File: config.mk
export PLATFORM = sky130hd
export DESIGN_NAME = pgi_mul
export DESIGN_NICKNAME = d
export VERILOG_FILES = /design/src/hw/rtl/pgi_pkg.sv /design/src/hw/rtl/pgi_mul.sv
export SDC_FILE = /design/constraint.sdc
export NUM_CORES = 1
export LEC_CHECK = 0
export ABC_AREA = 1
export BUFFER_PORTS_ARGS = -buffer_cell sky130_fd_sc_hd__clkbuf_2
export CORE_ASPECT_RATIO = 0.6
export CORE_UTILIZATION = 42
export DETAILED_ROUTE_END_ITERATION = 12
export GPL_TIMING_DRIVEN = 0
export PLACE_DENSITY = 0.61
export SETUP_SLACK_MARGIN = 0.02
export SKIP_CTS_REPAIR_TIMING = 1
export SYNTH_ARGS = -nofsm -noshare
export SYNTH_HDL_FRONTEND = slang
export SYNTH_SLANG_ARGS = --single-unit
File: constraint.sdc
create_clock -name i_clk -period 16.9 [get_ports i_clk]
set_input_delay 2.535 -clock i_clk [delete_from_list [all_inputs] [get_ports i_clk]]
set_output_delay 2.535 -clock i_clk [all_outputs]
set_load 0.01 [all_outputs]
File: src/hw/rtl/pgi_pkg.sv
// Shared types, constants and helpers of the particle gravity integrator.
package pgi_pkg;

    // Sizes
    localparam int MAX_P     = 32;
    localparam int NFRAMES   = 3;
    localparam int IDX_W     = $clog2(MAX_P);
    localparam int CNT_W     = $clog2(MAX_P + 1);
    localparam int POS_DEPTH = NFRAMES * MAX_P;
    localparam int ADDR_W    = $clog2(POS_DEPTH);
    localparam int PROD_W    = 49;   // 32 x 17 signed product
    localparam int SUM_W     = 51;   // position + product + bias, before saturation
    localparam int LIFE_W    = 18;

    localparam logic [15:0] LIFETIME_RST = 16'd60;

    // Request opcodes
    localparam logic [1:0] OP_LOAD = 2'd0;
    localparam logic [1:0] OP_TICK = 2'd1;
    localparam logic [1:0] OP_ARM  = 2'd2;

    // Result status codes
    localparam logic [1:0] ST_POS     = 2'd0;
    localparam logic [1:0] ST_EXPIRED = 2'd1;
    localparam logic [1:0] ST_EMPTY   = 2'd2;

    // Configuration register indexes
    localparam logic [1:0] CFG_GRAVITY  = 2'd0;
    localparam logic [1:0] CFG_ACTIVE   = 2'd1;
    localparam logic [1:0] CFG_LIFETIME = 2'd2;

    typedef struct packed {
        logic [1:0]         opcode;
        logic [4:0]         particle_index;
        logic signed [31:0] load_x;
        logic signed [31:0] load_y;
        logic signed [31:0] load_z;
        logic signed [31:0] load_vx;
        logic signed [31:0] load_vy;
        logic signed [31:0] load_vz;
        logic [7:0]         step_ticks;
    } t_req;

    typedef struct packed {
        logic [1:0]         status;
        logic [4:0]         out_index;
        logic signed [31:0] new_x;
        logic signed [31:0] new_y;
        logic signed [31:0] new_z;
        logic [1:0]         frame_phase;
        logic [1:0]         bank_level;
        logic [1:0]         bank_cursor;
        logic               last;
    } t_res;

    // Sequencer states
    typedef enum logic [3:0] {
        S_IDLE,
        S_TRI,
        S_GS,
        S_BIAS,
        S_RD,
        S_MX,
        S_MY,
        S_MZ,
        S_WR
    } t_state;

    // Operand selection of the shared multiplier
    typedef enum logic [1:0] {
        MUL_TRI,   // s * (s + 1)
        MUL_GS,    // gravity * s
        MUL_BIAS,  // gravity * s(s+1)/2
        MUL_VEL    // velocity * s
    } t_mul_sel;

    typedef struct packed {
        t_mul_sel           sel;
        logic signed [31:0] vel;
        logic [7:0]         step;
        logic [15:0]        tri_num;
    } t_mul_ctl;

    // Clamp a wide signed sum to 32 bits
    function automatic logic signed [31:0] sat32(input logic signed [SUM_W-1:0] v);
        logic signed [31:0] res;
        if (v[SUM_W-1:31] == {(SUM_W-31){1'b0}} || v[SUM_W-1:31] == {(SUM_W-31){1'b1}}) begin
            res = v[31:0];
        end else if (v[SUM_W-1]) begin
            res = 32'sh8000_0000;
        end else begin
            res = 32'sh7FFF_FFFF;
        end
        return res;
    endfunction

    // Frame memory address of one particle slot
    function automatic logic [ADDR_W-1:0] pos_addr(input logic [1:0] phase,
                                                   input logic [IDX_W-1:0] idx);
        return ADDR_W'(ADDR_W'(phase) * ADDR_W'(MAX_P) + ADDR_W'(idx));
    endfunction

endpackage

File: src/hw/rtl/pgi_mul.sv
// Shared signed multiplier with operand selection and a registered product.
module pgi_mul (
    input  logic                                i_clk,
    input  pgi_pkg::t_mul_ctl                   i_ctl,
    input  logic signed [31:0]                  i_gravity,
    output logic signed [pgi_pkg::PROD_W-1:0]   o_prod
);

    logic signed [31:0]                 opa;
    logic signed [16:0]                 opb;
    logic signed [pgi_pkg::PROD_W-1:0]  r_prod;

    // Operand selection
    always_comb begin
        case (i_ctl.sel)
            pgi_pkg::MUL_TRI: begin
                opa = $signed({24'd0, i_ctl.step});
                opb = $signed(17'({9'd0, i_ctl.step}) + 17'd1);
            end
            pgi_pkg::MUL_GS: begin
                opa = i_gravity;
                opb = $signed({9'd0, i_ctl.step});
            end
            pgi_pkg::MUL_BIAS: begin
                opa = i_gravity;
                opb = $signed({1'b0, i_ctl.tri_num});
            end
            pgi_pkg::MUL_VEL: begin
                opa = i_ctl.vel;
                opb = $signed({9'd0, i_ctl.step});
            end
            default: begin
                opa = i_ctl.vel;
                opb = $signed({9'd0, i_ctl.step});
            end
        endcase
    end

    // Product register
    always_ff @(posedge i_clk) begin
        r_prod <= opa * opb;
    end

    assign o_prod = r_prod;

endmodule

**Yosys cells after proc, flatten, opt, wreduce, memory -nomap -nowiden**

Index checks and enable logic that the tools add are counted.

- Flip-flop bits (word level): 49
- Output and inout bits: 49
- Word-level logic and storage cells: 11

- Add/subtract/negate cells: 1
- Multipliers: 1
- Equality and inequality tests: 3
- Mux-type cells: 2
- Reduce and logical (&&, ||, !) cells: 3

Operators by type and width:

| cell | count |
|---|---|
| $pmux W32 S3 | 1 |
| $pmux W17 S3 | 1 |
| $mul A32 B17 Y49 | 1 |
| $add A8 B1 Y9 const B | 1 |
| $eq A2 B2 Y1 const B | 2 |
| $reduce_or A2 Y1 | 2 |
| $eq A2 B1 Y1 const B | 1 |
| $logic_not A2 Y1 | 1 |

**Logic depth before layout (Yosys ltp)**

- Depth after elaboration: 4
- Depth in mapped cells: 36
- Mapped depth without buffers: 34

**Least setup slack after synthesis**

No wires, ideal clock.

- Path kind: input-to-reg
- Start: input port i_ctl[56] (netlist name)
- End: register r_prod, in the netlist o_prod[45]
- Arrival time: 8249 ps
- Required time: 16786 ps
- Slack: 8537 ps
- Stages: 26
- Cell sequence: inv_1 > ha_1 > clkbuf_1 > a22o_1 > nand2_2 > nor2_1 > inv_1 > fa_1 > fa_1 > inv_1 > fa_1 > fa_1 > fa_1 > inv_1 > fa_1 > inv_1 > ha_1 > nand2_1 > inv_1 > nand2_1 > nor3_1 > nand2_1 > nor2_1 > nand2_1 > nand4_1 > nand2_1

- Longest elaborated chain between the ends: 4
- Elaborated cells between the ends (all ways): 9

RTL lines:

| element | RTL line | RTL |
|---|---|---|
| from (decl) | pgi_mul.sv:4 | `input pgi_pkg::t_mul_ctl i_ctl,` |
| $eq A2 B2 Y1 / $eq A2 B1 Y1 (equally long branches) | pgi_mul.sv:15 | `case (i_ctl.sel)` |
| $reduce_or A2 Y1 (no line) | -- |  |
| $pmux W32 S3 / $pmux W17 S3 (equally long branches) | pgi_mul.sv:15 |  |
| $mul A32 B17 Y49 * | pgi_mul.sv:41 | `r_prod <= opa * opb;` |
| to (signal assigned) | pgi_mul.sv:41 |  |
| to (decl) | pgi_mul.sv:11 | `logic signed [pgi_pkg::PROD_W-1:0] r_prod;` |

Every way passes the cells marked *; elsewhere a longest branch is shown, timed or not. The select of a mux whose other input is x is not followed.

**Final worst setup path**

- Start: input port i_ctl[56] (netlist name)
- End: register r_prod, in the netlist o_prod[46]

Same word-level chain as after synthesis.

==> metrics list <==
- Power comes to 3490 uW.
- Proportion of netlist area held by the largest area contributor: between 40% and 50%
* Share of the clock period used by the worst path after layout: 60.4%
* Type of element capturing the critical path: flop
- Sequential power share: under 10%
- Mapped Nets: between 3000 and 4000
- Count of cells along the worst hold path: 4
- Setup Viol. Count Final: 0
* Average cell area after synthesis: about 7.5 sq um
* Worst min-delay path class: primary input to flop
- Commonest cells post-synth: sky130_fd_sc_hd__inv_1, sky130_fd_sc_hd__nand2_1, sky130_fd_sc_hd__fa_1
- In this run the number of H-tree levels came out at 2.
* I/O pin total: between 100 and 150
* Share of power burned in combinational logic: 91.0%
- The core region is just under 0.05 sq mm.
- Clock share of power: between 2 and 3%
- Clock-pin transition on the worst setup and hold timing paths: 0.07 ns
- The initial antenna violation count is 1.
- Max-cap violations in this run came to 0.
* Vias per Instance: 5.10
* Sw Pwr: 2190 uW
- The register with the most flip-flops in the layout has 49 of them.
- Total power divided by cell area: 153 mW/mm^2
- Counting flops with an async set or reset pin after synthesis yields a share of 0%.
- Vertical die dimension: about 180 um
- Clock sinks: between 40 and 50
* Worst Hold Endpoint: o_prod[0]$_DFF_P_
- The largest single stage delay on the critical path is 0.83 ns.
- Max clock buf depth: 2
* Largest net degree at the start of global routing: 16
- Dominant synthesized flop cell: sky130_fd_sc_hd__dfxtp_1
* Cell area after synthesis: 0.0211 sq mm
* Transition at the pin with the smallest max-transition slack: approximately 1.3 ns
- Crit path arrival time: 10.38 ns
- Number of flip-flops and latches in the synthesized netlist: 49
* Leakage power of the design: ~0.013 uW
- Launch instance of the worst min-delay path: i_ctl[24]
- Switching share of total power: 62.7%
- 0 antenna diodes ended up in the layout.
* Total length of routed wires: 72100 um
* Cell variety after synth: 39
* Number of warnings reported in the yosys synthesis log: 0
* Wire length of the first global-routing pass: about 110000 um
- Along the worst path, the maximum fanout reaches 10.
- For this block, the initial DRC count from the detailed router was 1748.
- The floorplan step set the die width to 292 um.
* Outcome: finished clean
* Cell type with the largest total area after synthesis: sky130_fd_sc_hd__fa_1
- Routability congestion estimate: approximately 1.0
- The number of pins with negative max-slew slack in the final report is 0.
* Achievable clock frequency: 98.0 MHz
* Count of endpoints failing hold in the final timing report: 0
* Pre-Repair DR Iteration Count: 7
- Starting Density: 42.7%
- Worst setup path category: primary input to flop
- Synth-to-Final Area Change: 7.82%
- Setup repair after global routing left no endpoint under its margin.
* Vias in the first global route: roughly 19000
- Measured against its own limit, the worst slew margin works out to 14.5%.
* Fraction of final layout cells sized beyond drive strength 1: 7.52%
- Data required, critical path: between 15 and 20 ns
* Number of buffers created by CTS: 5
- Slowest stage cell on the critical path: sky130_fd_sc_hd__fa_1
- Internal: 1300 uW
- Wire length per cell after detailed routing: about 20 um
* Grt ovf: 0
* Main area contributors after synthesis: sky130_fd_sc_hd__fa_1, sky130_fd_sc_hd__inv_1, sky130_fd_sc_hd__nand2_1
- Number of enable-type register cells in the synthesized netlist: 0
- Global Route Usage Sum: 29.4%
* Cell Rows: between 60 and 70
- Worst voltage drop across the vdd grid: 95.5 uV
- CTS placed an instance of sky130_fd_sc_hd__clkbuf_16 at the clock tree root.
- After technology mapping, the gate count stands at between 2000 and 3000.
- The routed design could run at a clock period as short as just over 10 ns.
- TritonCTS built the clock tree.
- Total DRC errors in the routed layout: 0
- After routing, the total negative slack on setup checks comes to 0 ns.
* # port buffers: ~140
- The floorplan step defined a die boundary enclosing just over 0.05 sq mm.
- The net count of the finished layout is approximately 3700.
- DP Wirelength: 62900 um
- By instance count, the cell type seen most on the critical path is sky130_fd_sc_hd__inv_1.
* Number of nets with antenna violations after detailed routing: 0
* Critical path launch point type: primary input
* Vias: 18382
- Sequential cell area fraction in the yosys report: roughly 4.6%
- Among all cell types in the netlist, the one instantiated most often is sky130_fd_sc_hd__inv_1.
-- worst max path at each step --
stage	end	startpoint	slack (ns)	cells past startpoint
floorplan	o_prod[45]$_DFF_P_	i_ctl[56]	8.54	26
global placement	o_prod[46]$_DFF_P_	i_ctl[56]	6.76	29
detailed placement	o_prod[45]$_DFF_P_	i_ctl[56]	6.73	29
CTS	o_prod[46]$_DFF_P_	i_ctl[56]	7.03	29
global route	o_prod[46]$_DFF_P_	i_ctl[56]	6.43	29
finish	o_prod[46]$_DFF_P_	i_ctl[56]	6.70	29
-- cells by family after synthesis --
logic type               synth area share (%)
AO/OA/AOI/OAI                            3.14
XOR/XNOR                                 1.16
adder cells (fa/ha/maj)                  53.5
buffers and inverters                    16.6
flip-flops                               4.64
AND/OR/NAND/NOR                          21.0
-- cell type report --
| cell class | count | area (sq um) |
|---|---|---|
| plain buffers | 70 | 408 |
| clock buffers | 6 | 129 |
| inverters | 825 | 3100 |
| fillers | 5087 | 26700 |
| repair buffers | 139 | 696 |
| multi-input cells | 1863 | 16700 |
| flip-flops and latches | 49 | 981 |
| clock inverters | 2 | 15.0 |
| well taps | 650 | 813 |
-- per-stage QoR --
step	util [%]	hold slack [ns]	worst slack [ns]	instances	instance area, sq um
final	46.0	2.92	6.70	3604	22800
after global placement	45.8	2.92	6.76	3596	22600
after CTS	46.0	2.93	7.03	3604	22800
after floorplan	-	2.82	8.54	2807	21100
after detailed placement	45.8	2.92	6.73	3596	22600
after global routing	46.0	2.91	6.43	3604	22800
-- layout by cell type (no fill, tap or decap), types with 5 or more instances in the layout --
| cell type | netlist | layout |
|---|---|---|
| sky130_fd_sc_hd__nor3_1 | 8 | 8 |
| sky130_fd_sc_hd__o21ai_0 | 9 | 9 |
| sky130_fd_sc_hd__inv_2 | 10 | 10 |
| sky130_fd_sc_hd__nand4_1 | 14 | 14 |
| sky130_fd_sc_hd__clkinv_1 | 10 | 10 |
| sky130_fd_sc_hd__dfxtp_1 | 49 | 49 |
| sky130_fd_sc_hd__buf_6 | 12 | 12 |
| sky130_fd_sc_hd__o21ai_2 | 6 | 6 |
| sky130_fd_sc_hd__xor2_1 | 25 | 25 |
| sky130_fd_sc_hd__nor2_1 | 324 | 324 |
| sky130_fd_sc_hd__clkbuf_2 | 1 | 140 |
| sky130_fd_sc_hd__a21oi_1 | 30 | 30 |
| sky130_fd_sc_hd__ha_1 | 122 | 122 |
| sky130_fd_sc_hd__fa_1 | 489 | 489 |
| sky130_fd_sc_hd__nand3_1 | 68 | 68 |
| sky130_fd_sc_hd__a221o_1 | 7 | 7 |
| sky130_fd_sc_hd__a22o_1 | 25 | 25 |
| sky130_fd_sc_hd__clkbuf_1 | 21 | 22 |
| sky130_fd_sc_hd__nand2_1 | 709 | 709 |
| sky130_fd_sc_hd__buf_2 | 31 | 31 |
| sky130_fd_sc_hd__clkbuf_16 | 0 | 5 |
| sky130_fd_sc_hd__inv_1 | 805 | 805 |
-- critical path: cells and delay by family --
family	cells	cell delay, ns
AO/OA/AOI/OAI	1	0.14
adder cells (fa/ha/maj)	8	3.92
buffers and inverters	10	1.61
AND/OR/NAND/NOR	10	2.15
-- power by group through the flow --
| stage | clock network, uW | logic, uW | registers [uW] |
|---|---|---|---|
| detailed placement | 0 | 3130 | 223 |
| finish | 96.4 | 3170 | 219 |
| global route | 105 | 3580 | 225 |
| CTS | 100 | 3150 | 221 |
| floorplan | 0 | 2060 | 254 |
| global placement | 0 | 3120 | 222 |
-- routing by layer --
metal  vias to the layer above  global-route usage [%]  part of all wire (%)
met1                      9098                    43.2                    45
met5                         -                       0                 0.015
met4                         2                    4.71                   1.8
met2                       991                    41.4                    39
met3                        79                    11.0                    14
li1                       8212                       -                     -
No activity file was read; power rests on OpenSTA's default activity.
